<file path="config.mk">
export PLATFORM = sky130hd
export DESIGN_NAME = lfu_cache_replacement_core
export DESIGN_NICKNAME = d
export VERILOG_FILES = /design/src/sv/lfu_pkg.sv /design/src/sv/lfu_cache_replacement_core.sv
export VERILOG_INCLUDE_DIRS = /design/src /design/src/sv
export SDC_FILE = /design/constraint.sdc
export NUM_CORES = 1
export LEC_CHECK = 0
export BUFFER_PORTS_ARGS = -buffer_cell sky130_fd_sc_hd__buf_2
export CORE_ASPECT_RATIO = 0.5
export CORE_UTILIZATION = 42
export CTS_BUF_LIST = sky130_fd_sc_hd__clkbuf_16
export DETAILED_ROUTE_END_ITERATION = 16
export PLACE_DENSITY = 0.62
export SYNTH_ARGS = -nofsm -noshare
export SYNTH_HDL_FRONTEND = slang
export SYNTH_SLANG_ARGS = --single-unit
</file>
<file path="constraint.sdc">
create_clock -name clk -period 12.6 [get_ports clk]
set_input_delay 2.52 -clock clk [delete_from_list [all_inputs] [get_ports clk]]
set_output_delay 2.52 -clock clk [all_outputs]
set_load 0.01 [all_outputs]
</file>
<file path="src/sv/lfu_cache_replacement_core_macros.svh">
// Assertion macros for the LFU cache replacement core.
// Included by the top level; the checks assume clock clk and reset rst_n in scope.
`ifndef LFU_CACHE_REPLACEMENT_CORE_MACROS_SVH
`define LFU_CACHE_REPLACEMENT_CORE_MACROS_SVH
`ifndef ASSERT_OFF
// Property that must hold at every clock edge outside reset.
`define LFU_ASSERT(label, expr) \
    label: assert property (@(posedge clk) disable iff (!rst_n) (expr)) \
        else $error("LFU core invariant violated");
// Property whose consequence must hold in the cycle after its antecedent.
`define LFU_ASSERT_NEXT(label, ante, cons) \
    label: assert property (@(posedge clk) disable iff (!rst_n) (ante) |=> (cons)) \
        else $error("LFU core sequencing violated");
`else
`define LFU_ASSERT(label, expr)
`define LFU_ASSERT_NEXT(label, ante, cons)
`endif
`endif

</file>
<file path="src/sv/lfu_pkg.sv">
// Shared constants for the LFU cache replacement core.
// No dependencies; imported by lfu_cache_replacement_core.
package lfu_pkg;

    localparam int KEY_PORT_W = 16;
    localparam int VALUE_W    = 32;
    localparam int COUNT_W    = 16;
    localparam int CAP_W      = 5;
    localparam int APB_DW     = 32;
    localparam int APB_AW     = 3;

    localparam logic [CAP_W-1:0]   CAP_RESET = 5'd16;
    localparam logic [COUNT_W-1:0] COUNT_MAX = 16'hFFFF;

    // Request opcodes.
    localparam logic OP_GET = 1'b0;
    localparam logic OP_PUT = 1'b1;

    // Register index, taken from the word address bit of paddr.
    localparam logic REG_CAPACITY = 1'b0;

endpackage

</file>
<file path="src/sv/lfu_cache_replacement_core.sv">
// Top level of the LFU cache replacement core: key/value store with LFU eviction.
// Depends on lfu_pkg and on lfu_cache_replacement_core_macros.svh for its checks.
`include "lfu_cache_replacement_core_macros.svh"

// Channel   | Signals                                        | Handshake
// ----------+------------------------------------------------+-----------------------------
// request   | opcode, lookup_key, write_value                | taken when start && !busy
// result    | hit, read_value, evicted, evicted_key          | done strobe, one cycle, no stall
// config    | psel, penable, pwrite, paddr, pwdata, prdata   | APB, pready always high
//
// A get that hits and a put run a scan pass, a decide step and an update pass; a get that
// misses skips the update pass, and a put while the capacity is zero answers without a scan.
// The entry memory returns one entry per cycle: one pass reads every entry to find the key,
// the victim and a free slot, and a second pass rewrites the recency ranks and the target.
// Reset clears the valid bits, occupancy and control state; the entry memory is not cleared.
// The result strobe cannot be held off, so the core never waits on its receiver.
module lfu_cache_replacement_core #(
    parameter int ENTRIES  = 16,
    parameter int KEY_BITS = 16
) (
    input  logic                              clk,
    input  logic                              rst_n,
    // Configuration port
    input  logic                              psel,
    input  logic                              penable,
    input  logic                              pwrite,
    input  logic [lfu_pkg::APB_AW-1:0]        paddr,
    input  logic [lfu_pkg::APB_DW-1:0]        pwdata,
    output logic [lfu_pkg::APB_DW-1:0]        prdata,
    output logic                              pready,
    // Request
    input  logic                              start,
    output logic                              busy,
    input  logic                              opcode,
    input  logic [lfu_pkg::KEY_PORT_W-1:0]    lookup_key,
    input  logic [lfu_pkg::VALUE_W-1:0]       write_value,
    // Result
    output logic                              done,
    output logic                              hit,
    output logic [lfu_pkg::VALUE_W-1:0]       read_value,
    output logic                              evicted,
    output logic [lfu_pkg::KEY_PORT_W-1:0]    evicted_key
);
    import lfu_pkg::*;

    // Stored key width: key bits above KEY_BITS are ignored, and the port has 16 bits.
    localparam int KW   = (KEY_BITS < KEY_PORT_W) ? KEY_BITS : KEY_PORT_W;
    localparam int IW   = (ENTRIES > 1) ? $clog2(ENTRIES) : 1;
    localparam int CNTW = $clog2(ENTRIES + 1);
    localparam int CMPW = (CNTW > CAP_W) ? CNTW : CAP_W;
    localparam logic [IW-1:0]   LAST_IDX  = IW'(ENTRIES - 1);
    localparam logic [CNTW-1:0] ENTRIES_C = CNTW'(ENTRIES);

    // One memory word per entry. Rank is the recency age: 0 is the most recent access.
    typedef struct packed {
        logic [KW-1:0]      key;
        logic [VALUE_W-1:0] value;
        logic [COUNT_W-1:0] count;
        logic [IW-1:0]      rank;
    } entry_t;

    // IDLE waits for a request, SCAN reads every entry, DECIDE picks the target slot,
    // UPDATE rewrites ranks and the target entry.
    typedef enum logic [1:0] {
        ST_IDLE,
        ST_SCAN,
        ST_DECIDE,
        ST_UPDATE
    } state_t;

    entry_t entry_mem [ENTRIES];
    entry_t rd_word_reg;

    state_t             state_reg,       state_next;
    logic [CAP_W-1:0]   cap_reg,         cap_next;
    logic [ENTRIES-1:0] valid_reg,       valid_next;
    logic [CNTW-1:0]    occ_reg,         occ_next;
    logic [CNTW-1:0]    issue_cnt_reg,   issue_cnt_next;
    logic               rd_vld_reg,      rd_vld_next;
    logic [IW-1:0]      rd_idx_reg,      rd_idx_next;

    // Latched request.
    logic               op_reg,          op_next;
    logic [KW-1:0]      key_reg,         key_next;
    logic [VALUE_W-1:0] val_reg,         val_next;

    // Scan results.
    logic               hit_found_reg,   hit_found_next;
    logic [IW-1:0]      hit_idx_reg,     hit_idx_next;
    entry_t             hit_word_reg,    hit_word_next;
    logic               vict_found_reg,  vict_found_next;
    logic [IW-1:0]      vict_idx_reg,    vict_idx_next;
    logic [COUNT_W-1:0] vict_cnt_reg,    vict_cnt_next;
    logic [IW-1:0]      vict_rank_reg,   vict_rank_next;
    logic [KW-1:0]      vict_key_reg,    vict_key_next;
    logic               free_found_reg,  free_found_next;
    logic [IW-1:0]      free_idx_reg,    free_idx_next;

    // Update pass: the target slot, its new word and the age threshold below which
    // every other valid entry gets one step older.
    logic [IW-1:0]      tgt_idx_reg,     tgt_idx_next;
    entry_t             tgt_word_reg,    tgt_word_next;
    logic [CNTW-1:0]    thr_reg,         thr_next;

    // Registered result.
    logic                  done_reg,        done_next;
    logic                  hit_reg,         hit_next;
    logic [VALUE_W-1:0]    read_value_reg,  read_value_next;
    logic                  evicted_reg,     evicted_next;
    logic [KEY_PORT_W-1:0] evicted_key_reg, evicted_key_next;

    // Memory ports.
    logic          mem_we;
    logic [IW-1:0] mem_waddr;
    entry_t        mem_wdata;
    logic [IW-1:0] mem_raddr;

    logic            cfg_write;
    logic [CMPW-1:0] cap_eff;
    logic            rd_valid;
    logic            rd_is_victim;
    logic [COUNT_W-1:0] hit_count_inc;

    // Configuration port: writes complete in the access phase, reads are combinational.
    assign pready    = 1'b1;
    assign cfg_write = psel && penable && pwrite && pready && (paddr[2] == REG_CAPACITY);
    assign prdata    = (paddr[2] == REG_CAPACITY) ? APB_DW'(cap_reg) : '0;

    // A capacity above the number of entries acts as the number of entries.
    assign cap_eff = (CMPW'(cap_reg) > CMPW'(ENTRIES)) ? CMPW'(ENTRIES) : CMPW'(cap_reg);

    assign busy        = (state_reg != ST_IDLE);
    assign done        = done_reg;
    assign hit         = hit_reg;
    assign read_value  = read_value_reg;
    assign evicted     = evicted_reg;
    assign evicted_key = evicted_key_reg;

    assign mem_raddr = issue_cnt_reg[IW-1:0];
    assign rd_valid  = valid_reg[rd_idx_reg];

    // Victim order: lowest use count first, and among equal counts the oldest access.
    assign rd_is_victim = rd_valid &&
        (!vict_found_reg || (rd_word_reg.count < vict_cnt_reg) ||
         ((rd_word_reg.count == vict_cnt_reg) && (rd_word_reg.rank > vict_rank_reg)));

    assign hit_count_inc = (hit_word_reg.count == COUNT_MAX) ?
                           hit_word_reg.count : hit_word_reg.count + COUNT_W'(1);

    // Entry memory: one write port, one read port, read data registered.
    always_ff @(posedge clk)
    begin
        if (mem_we)
        begin
            entry_mem[mem_waddr] <= mem_wdata;
        end
        rd_word_reg <= entry_mem[mem_raddr];
    end

    always_comb
    begin
        state_next       = state_reg;
        cap_next         = cap_reg;
        valid_next       = valid_reg;
        occ_next         = occ_reg;
        issue_cnt_next   = issue_cnt_reg;
        rd_vld_next      = 1'b0;
        rd_idx_next      = issue_cnt_reg[IW-1:0];
        op_next          = op_reg;
        key_next         = key_reg;
        val_next         = val_reg;
        hit_found_next   = hit_found_reg;
        hit_idx_next     = hit_idx_reg;
        hit_word_next    = hit_word_reg;
        vict_found_next  = vict_found_reg;
        vict_idx_next    = vict_idx_reg;
        vict_cnt_next    = vict_cnt_reg;
        vict_rank_next   = vict_rank_reg;
        vict_key_next    = vict_key_reg;
        free_found_next  = free_found_reg;
        free_idx_next    = free_idx_reg;
        tgt_idx_next     = tgt_idx_reg;
        tgt_word_next    = tgt_word_reg;
        thr_next         = thr_reg;
        done_next        = 1'b0;
        hit_next         = hit_reg;
        read_value_next  = read_value_reg;
        evicted_next     = evicted_reg;
        evicted_key_next = evicted_key_reg;
        mem_we           = 1'b0;
        mem_waddr        = rd_idx_reg;
        mem_wdata        = rd_word_reg;

        if (cfg_write)
        begin
            cap_next = pwdata[CAP_W-1:0];
        end

        // Both passes issue one read per cycle, entry 0 upward.
        if (((state_reg == ST_SCAN) || (state_reg == ST_UPDATE)) && (issue_cnt_reg < ENTRIES_C))
        begin
            rd_vld_next    = 1'b1;
            issue_cnt_next = issue_cnt_reg + CNTW'(1);
        end

        case (state_reg)
            ST_IDLE:
            begin
                if (start)
                begin
                    op_next         = opcode;
                    key_next        = lookup_key[KW-1:0];
                    val_next        = write_value;
                    hit_found_next  = 1'b0;
                    vict_found_next = 1'b0;
                    free_found_next = 1'b0;
                    issue_cnt_next  = '0;
                    if ((opcode == OP_PUT) && (cap_eff == '0))
                    begin
                        // Inserts are disabled: answer at once with an all-zero result.
                        done_next        = 1'b1;
                        hit_next         = 1'b0;
                        read_value_next  = '0;
                        evicted_next     = 1'b0;
                        evicted_key_next = '0;
                    end
                    else
                    begin
                        state_next = ST_SCAN;
                    end
                end
            end

            ST_SCAN:
            begin
                if (rd_vld_reg)
                begin
                    if (rd_valid && (rd_word_reg.key == key_reg) && !hit_found_reg)
                    begin
                        hit_found_next = 1'b1;
                        hit_idx_next   = rd_idx_reg;
                        hit_word_next  = rd_word_reg;
                    end
                    if (rd_is_victim)
                    begin
                        vict_found_next = 1'b1;
                        vict_idx_next   = rd_idx_reg;
                        vict_cnt_next   = rd_word_reg.count;
                        vict_rank_next  = rd_word_reg.rank;
                        vict_key_next   = rd_word_reg.key;
                    end
                    if (!rd_valid && !free_found_reg)
                    begin
                        free_found_next = 1'b1;
                        free_idx_next   = rd_idx_reg;
                    end
                    if (rd_idx_reg == LAST_IDX)
                    begin
                        state_next = ST_DECIDE;
                    end
                end
            end

            ST_DECIDE:
            begin
                issue_cnt_next   = '0;
                done_next        = 1'b1;
                hit_next         = 1'b0;
                read_value_next  = '0;
                evicted_next     = 1'b0;
                evicted_key_next = '0;
                state_next       = ST_IDLE;
                tgt_word_next.key   = key_reg;
                tgt_word_next.value = val_reg;
                tgt_word_next.count = COUNT_W'(1);
                tgt_word_next.rank  = '0;
                if (hit_found_reg)
                begin
                    // Hit: bump the count, make it most recent, keep or replace the value.
                    hit_next            = 1'b1;
                    tgt_idx_next        = hit_idx_reg;
                    tgt_word_next.count = hit_count_inc;
                    thr_next            = CNTW'(hit_word_reg.rank);
                    state_next          = ST_UPDATE;
                    if (op_reg == OP_GET)
                    begin
                        read_value_next     = hit_word_reg.value;
                        tgt_word_next.value = hit_word_reg.value;
                    end
                end
                else if (op_reg == OP_PUT)
                begin
                    if (CMPW'(occ_reg) >= cap_eff)
                    begin
                        // Full: the victim slot takes the new key. Closing the victim's gap
                        // and then aging every entry nets out to aging those younger than it.
                        if (vict_found_reg)
                        begin
                            evicted_next     = 1'b1;
                            evicted_key_next = KEY_PORT_W'(vict_key_reg);
                            tgt_idx_next     = vict_idx_reg;
                            thr_next         = CNTW'(vict_rank_reg);
                            state_next       = ST_UPDATE;
                        end
                    end
                    else if (free_found_reg)
                    begin
                        // Room left: fill the first free slot and age every stored entry.
                        valid_next[free_idx_reg] = 1'b1;
                        occ_next                 = occ_reg + CNTW'(1);
                        tgt_idx_next             = free_idx_reg;
                        thr_next                 = ENTRIES_C;
                        state_next               = ST_UPDATE;
                    end
                end
            end

            ST_UPDATE:
            begin
                if (rd_vld_reg)
                begin
                    if (rd_idx_reg == tgt_idx_reg)
                    begin
                        mem_we    = 1'b1;
                        mem_wdata = tgt_word_reg;
                    end
                    else if (rd_valid && (CNTW'(rd_word_reg.rank) < thr_reg))
                    begin
                        mem_we         = 1'b1;
                        mem_wdata.rank = rd_word_reg.rank + IW'(1);
                    end
                    if (rd_idx_reg == LAST_IDX)
                    begin
                        state_next = ST_IDLE;
                    end
                end
            end

            default:
            begin
                state_next = ST_IDLE;
            end
        endcase
    end

    always_ff @(posedge clk or negedge rst_n)
    begin
        if (!rst_n)
        begin
            state_reg       <= ST_IDLE;
            cap_reg         <= CAP_RESET;
            valid_reg       <= '0;
            occ_reg         <= '0;
            issue_cnt_reg   <= '0;
            rd_vld_reg      <= 1'b0;
            rd_idx_reg      <= '0;
            op_reg          <= OP_GET;
            key_reg         <= '0;
            val_reg         <= '0;
            hit_found_reg   <= 1'b0;
            hit_idx_reg     <= '0;
            hit_word_reg    <= '0;
            vict_found_reg  <= 1'b0;
            vict_idx_reg    <= '0;
            vict_cnt_reg    <= '0;
            vict_rank_reg   <= '0;
            vict_key_reg    <= '0;
            free_found_reg  <= 1'b0;
            free_idx_reg    <= '0;
            tgt_idx_reg     <= '0;
            tgt_word_reg    <= '0;
            thr_reg         <= '0;
            done_reg        <= 1'b0;
            hit_reg         <= 1'b0;
            read_value_reg  <= '0;
            evicted_reg     <= 1'b0;
            evicted_key_reg <= '0;
        end
        else
        begin
            state_reg       <= state_next;
            cap_reg         <= cap_next;
            valid_reg       <= valid_next;
            occ_reg         <= occ_next;
            issue_cnt_reg   <= issue_cnt_next;
            rd_vld_reg      <= rd_vld_next;
            rd_idx_reg      <= rd_idx_next;
            op_reg          <= op_next;
            key_reg         <= key_next;
            val_reg         <= val_next;
            hit_found_reg   <= hit_found_next;
            hit_idx_reg     <= hit_idx_next;
            hit_word_reg    <= hit_word_next;
            vict_found_reg  <= vict_found_next;
            vict_idx_reg    <= vict_idx_next;
            vict_cnt_reg    <= vict_cnt_next;
            vict_rank_reg   <= vict_rank_next;
            vict_key_reg    <= vict_key_next;
            free_found_reg  <= free_found_next;
            free_idx_reg    <= free_idx_next;
            tgt_idx_reg     <= tgt_idx_next;
            tgt_word_reg    <= tgt_word_next;
            thr_reg         <= thr_next;
            done_reg        <= done_next;
            hit_reg         <= hit_next;
            read_value_reg  <= read_value_next;
            evicted_reg     <= evicted_next;
            evicted_key_reg <= evicted_key_next;
        end
    end

    // Occupancy always equals the number of valid entries.
    `LFU_ASSERT(a_occ_matches_valid, $countones(valid_reg) == int'(occ_reg))
    // An accepted request either starts a scan or answers in the next cycle.
    `LFU_ASSERT_NEXT(a_accept_progress, start && !busy, busy || done)
    // The entry memory is written only during the update pass.
    `LFU_ASSERT(a_write_in_update, !mem_we || (state_reg == ST_UPDATE))
    // A result never reports both a hit and an eviction.
    `LFU_ASSERT(a_hit_or_evict, !(done_reg && hit_reg && evicted_reg))

endmodule

</file>
# [Yosys cells after proc, flatten, opt, wreduce, memory -nomap -nowiden]
# Memory sizes are Yosys's and may differ from the RTL's. A register that Yosys moved wholly into a read port is not among the register bits.
# Cells that the tools add are included.
[word_totals] ff_bits=314 ram_bits=1088 output_inout_bits=85 elab_cells=186 mem_count=1
[classes] addsub=4 n_lt_le_gt_ge=9 eq_ne=19 n_mux=80 n_bitwise=4 n_reduce_logical=37
[memory_table] name="entry_mem" words=16 word_bits=68 rd=1 rd_clocked_by_memory_dff=1 wr=1 line_no="lfu_cache_replacement_core.sv:71" text="entry_t entry_mem [ENTRIES];"
[ops] op="32-bit 2-to-1 mux" n=5
[ops] op="68-bit 2-to-1 mux" n=2
[ops] op="16-bit 2-to-1 mux" n=7
[ops] op="64-bit 2-to-1 mux" n=1
[ops] op="32-bit case mux with 2 select lines" n=1
[ops] op="48-bit 2-to-1 mux" n=1
[ops] op="5-bit 2-to-1 mux" n=9
[ops] op="16-bit == test" n=2
[ops] op="16-bit case mux with 2 select lines" n=1
[ops] op="4-bit 2-to-1 mux" n=7
[ops] op="1-bit 2-to-1 mux" n=25
[ops] op="2-bit 2-to-1 mux" n=11
[ops] op="16-bit by 1-bit adder with 16-bit output (second input constant)" n=1
[ops] op="16-bit == test (second input constant)" n=1
[ops] op="16-bit less-than comparator" n=1
[ops] op="16-bit OR" n=1
[ops] op="4-bit AND reduction" n=4
[ops] op="1-bit logical AND" n=12
[ops] op="2-bit inequality test (second input constant)" n=6
[ops] op="1-bit case mux with 2 select lines" n=6
[ops] op="3-bit AND reduction" n=4
[ops] op="5-bit by 1-bit adder with 5-bit output (second input constant)" n=2
[ops] op="4-bit by 5-bit less-than comparator with 1-bit output (second input constant)" n=2
[ops] op="5-bit case mux with 2 select lines" n=1
[ops] op="other kinds (26)" n=40

# [Logic depth before layout (Yosys ltp)]
[depth] depth_word=9 depth_mapped=11 depth_no_buf=9

# [Worst setup path after synthesis]
# OpenSTA, ideal clock, no wires.
[synth_path] path_kind="register -> register" start="register rd_idx_reg[1], in the netlist mem_waddr[1]" end="memory entry_mem[4][0] (netlist bit), enable pin" arrival_ns=8.210 required_ns=11.939 setup_slack_ns=3.729 path_stages_with_launch=9 synth_period_minus_slack_ns=8.871 path_cell_list="dfrtp_1 buf_6 mux4_2 mux2i_1 mux2_4 a21oi_1 a41oi_2 buf_2 nor4_1"
[synth_between] elab_chain_cells=9
[synth_rtl] element="from (decl)" line_no="lfu_cache_replacement_core.sv:80" text="logic [IW-1:0] rd_idx_reg, rd_idx_next;"
[synth_rtl] element="from (signal assigned)" line_no="lfu_cache_replacement_core.sv:387" text="rd_idx_reg <= rd_idx_next;"
[synth_rtl] element="1-bit binary-select mux with 4-bit select" line_no="lfu_cache_replacement_core.sv:140" text="assign rd_valid = valid_reg[rd_idx_reg];"
[synth_rtl] element="1-bit 2-to-1 mux (not written as such)" line_no="lfu_cache_replacement_core.sv:140"
[synth_rtl] element="1-bit logical AND" line_no="lfu_cache_replacement_core.sv:327" text="else if (rd_valid && (CNTW'(rd_word_reg.rank) < thr_reg))"
[synth_rtl] element="1-bit 2-to-1 mux" line_no="lfu_cache_replacement_core.sv:327"
[synth_rtl] element="1-bit 2-to-1 mux" line_no="lfu_cache_replacement_core.sv:322" text="if (rd_idx_reg == tgt_idx_reg)"
[synth_rtl] element="1-bit 2-to-1 mux" line_no="lfu_cache_replacement_core.sv:320" text="if (rd_vld_reg)"
[synth_rtl] element="1-bit 2-to-1 mux" line_no="lfu_cache_replacement_core.sv:206" text="case (state_reg)"
[synth_rtl] element="1-bit 2-to-1 mux" line_no="lfu_cache_replacement_core.sv:153" text="if (mem_we)"
[synth_rtl] element="1-bit 2-to-1 mux (not written as such)" line_no="lfu_cache_replacement_core.sv:155" text="entry_mem[mem_waddr] <= mem_wdata;"
[synth_rtl] element="to (decl)" line_no="lfu_cache_replacement_core.sv:71"
# Parallel ways exist; a longest one is shown, timed or not. The select of a mux whose other input is x is not followed.

# [Worst setup path in the final report]
[layout_path] start="input port paddr[2] (netlist bit)" end="output port prdata[0] (netlist bit)"
[layout_between] elab_chain_cells=1
[layout_rtl] element="from (decl)" line_no="lfu_cache_replacement_core.sv:27" text="input logic [lfu_pkg::APB_AW-1:0] paddr,"
[layout_rtl] element="5-bit 2-to-1 mux" line_no="lfu_cache_replacement_core.sv:127" text="assign prdata = (paddr[2] == REG_CAPACITY) ? APB_DW'(cap_reg) : '0;"
[layout_rtl] element="to (decl)" line_no="lfu_cache_replacement_core.sv:29" text="output logic [lfu_pkg::APB_DW-1:0] prdata,"
# No other way between the ends.

==> parameters.txt <==
Parameter                              Value

Die
  Die ar.    0.1368 mm2
  I/O pin count    175
  Die Span Y    262.1 um
  Floorplan row count    94
  Initial cell density of the core    42.78%
  Die extent in x    522.1 um
  Placeable core area    0.1328 mm2

Timing
  Share of the clock period used by the worst path after layout    43.11%
  Setup ws final    7.169 ns
  Worst slew slack as a fraction of its limit    25.29%
  Number of failing hold endpoints at the final stage    0
  Final Setup Violations    0
  Time the worst path needs with I/O delays and setup    5.431 ns
  Worst slew pin tran    1.121 ns
  Max Slew Vio Count    0
  Total negative setup slack    0 ns
  Max Clock Skew    0.03373 ns
  Fmax    0.1841 GHz
  Unrepaired setup endpoints after global routing    no

Detailed routing
  Met3 routed WL    6641 um
  Met2 wirelength from detailed routing    60310 um
  Top metal layer carrying routed signals    met4
  Post-route antenna net violation count    0
  Per-cell via count in the routed design    5.589
  Post-detailed-route wirelength per cell    25.91 um
  Post-route met1 wirelength    56620 um
  Total vias in the final route    27120
  Initial DRC count    2558
  Pre-antenna DRT Iters    5
  DRC viols    0
  Total wire length    125700 um

Setup path
  Cell with the largest stage delay on the worst path    buf_2
  Worst setup SP type    primary input
  Required @ worst endpoint    10.08 ns
  Cell-by-cell trace of the critical path    buf_2, nor2b_1, buf_2
  Setup slack, reg-to-reg    8.33 ns
  Worst-path fanout max    6
  Maximum single-stage delay on the critical path    0.14 ns
  Critical path's top delay family    buffers and inverters
  Kind of end point of the critical path    primary output
  Cell repeated most along the worst path    buf_2
  Buffering stage count on the worst path with inverters included    2
  CP arrival    2.91 ns
  Worst setup path class    in -> out

Placed design
  Number of input and output port buffers inserted    117
  Place WS    7.170 ns
  Routability cong.    0.7640
  Detailed-placement wirelength estimate    64750 um

Clocking
  Num CTS Buffers    136
  Clock insertion delay at the later pin of the skew report    0.75 ns
  CTS tree    built
  Root cell of the clock tree    clkbuf_16
  Number of cells upsized or downsized after cts    0
  Buffers from clock root to sink, at most    3
  Clock-pin slew reported for the worst setup and hold paths after clock tree synthesis    0.06 ns
  H-tree levels    4
  Post-CTS Repair Setup Buffers    0
  Clk sinks    1470
  Cts hold-fix bufs    0

Synthesis
  Sequential fraction of the synthesis area    73.74%
  Synthesized area divided by synthesized cell count    20.46 um2
  Share of flip-flops with an asynchronous set or reset after synthesis    21.36%
  Predominant post-synthesis flop cell    edfxtp_1
  Number of flip-flops and latches in the synthesized netlist    1470
  Number of enable-type register cells in the synthesized netlist    1088
  Count of different cell masters after synthesis    55
  Synth warnings    0
  Synthesized cell area    0.05681 mm2
  Synthesized instance count    2777

Cells and area
  Net count reported at finish    3083
  Max FFs per register    1088
  Fill cells    10760
  Combined flip-flop and latch cell area    0.04191 mm2
  Layout cells sized above 1    32.26%
  Synth-to-layout area growth    12.63%
  Area of the multi-input gates    0.01419 mm2
  Share of the core filled with cells in the final layout    48.18%

Power
  Power per Cell Area    145.8 mW/mm2
  Total power    9.329 mW
  Worst vdd ir    0.09354 mV
  Total leakage power    18.98 nW

GRT
  Via count of the first global-routing pass    27970
  Pin count of the biggest net entering global routing    160
  Wire length of the first global-routing pass    186400 um
  Total routing usage reported by global routing    18.64%
  Initial antenna violation count    1
  Sum of overflow across all layers after global routing    0

Outcome
  Outcome    finished clean

Job
  Total of max-cap violations    0

Hold path
  Type of the worst min-delay path    reg -> reg
through the flow:
stage               hold slack, ns  area (um2)  std cells
floorplan                   0.3519       56900       2803
finish                      0.4527       63980       4852
detailed placement          0.4401       59600       4598
global placement            0.4326       59600       4598
global route                0.4741       63980       4851
CTS                         0.4544       63970       4850
layer usage:
metal,track usage [%],vias to the layer above
met5,0,-
met4,4.995,0
met3,2.515,134
met2,30.01,697
met1,26.92,14810
li1,-,11480
cells by family after synthesis:
family	count (synthesis)	share of synthesized area, %
AO/OA/AOI/OAI	164	2.037
other	2	0.01322
buffers and inverters	205	1.720
flip-flops	1470	73.74
AND/OR/NAND/NOR	253	2.110
XOR/XNOR	37	0.5705
adder cells (fa/ha/maj)	32	0.7048
multiplexers	614	19.10
synth_stat cells (11+ instances only):
cell / n / area, um2
mux2_4: 30 / 450.4
edfxtp_1: 1088 / 32670
inv_1: 35 / 131.4
a22o_1: 48 / 420.4
nand2_1: 108 / 405.4
nand4_1: 16 / 100.1
buf_4: 28 / 210.2
nor2_1: 54 / 202.7
nor4_1: 19 / 118.9
xnor2_1: 25 / 219.0
mux4_2: 342 / 7702
buf_1: 12 / 45.04
a21oi_1: 47 / 235.2
a21o_1: 16 / 120.1
dfrtp_1: 313 / 7833
dfxtp_1: 68 / 1361
ha_1: 32 / 400.4
mux2i_1: 46 / 460.4
nand3_1: 11 / 55.05
xor2_1: 12 / 105.1
mux2_2: 192 / 2162
clkbuf_1: 93 / 349.1
o21ai_0: 27 / 135.1
buf_2: 28 / 140.1
cells in the final DEF, fill, tap and decap left out, types with 46 or more instances in the layout:
master	count
a22o_1	48
edfxtp_1	1088
inv_1	70
mux2i_1	46
a21oi_1	46
nor2_1	51
mux2_2	192
dfxtp_1	68
clkbuf_16	143
mux4_2	342
buf_2	116
buf_4	72
nand2_1	108
dfrtp_1	309
final cells by class:
type / count / area share, %
multi-input cells: 1128 / 22.18
clock buffers: 143 / 5.593
repair buffers: 190 / 1.807
diodes: 1 / 0.003911
flip-flops and latches: 1470 / 65.50
well taps: 1776 / 3.473
clock inverters: 109 / 1.244
inverters: 35 / 0.2053
path summary, 6_finish.rpt:
kind | startpoint | end | cells after the start
worst min-delay path | valid_reg[3] | valid_reg[3] | 1
min in group asynchronous | rst_n | key_reg[0] | 1
worst max register to register | mem_waddr[1] | entry_mem[12][60] | 8
worst max-delay path | paddr[2] | prdata[0] | 3
worst min register to register | valid_reg[3] | valid_reg[3] | 1
max in group asynchronous | rst_n | vict_cnt_reg[14] | 2
where the power goes:
part / switching [mW] / internal [mW]
clock network: 1.78 / 2.27
logic: 0.0691 / 0.0425
registers: 0.0167 / 5.15
total: 1.86 / 7.47
Power figures use the tool's default switching activity.
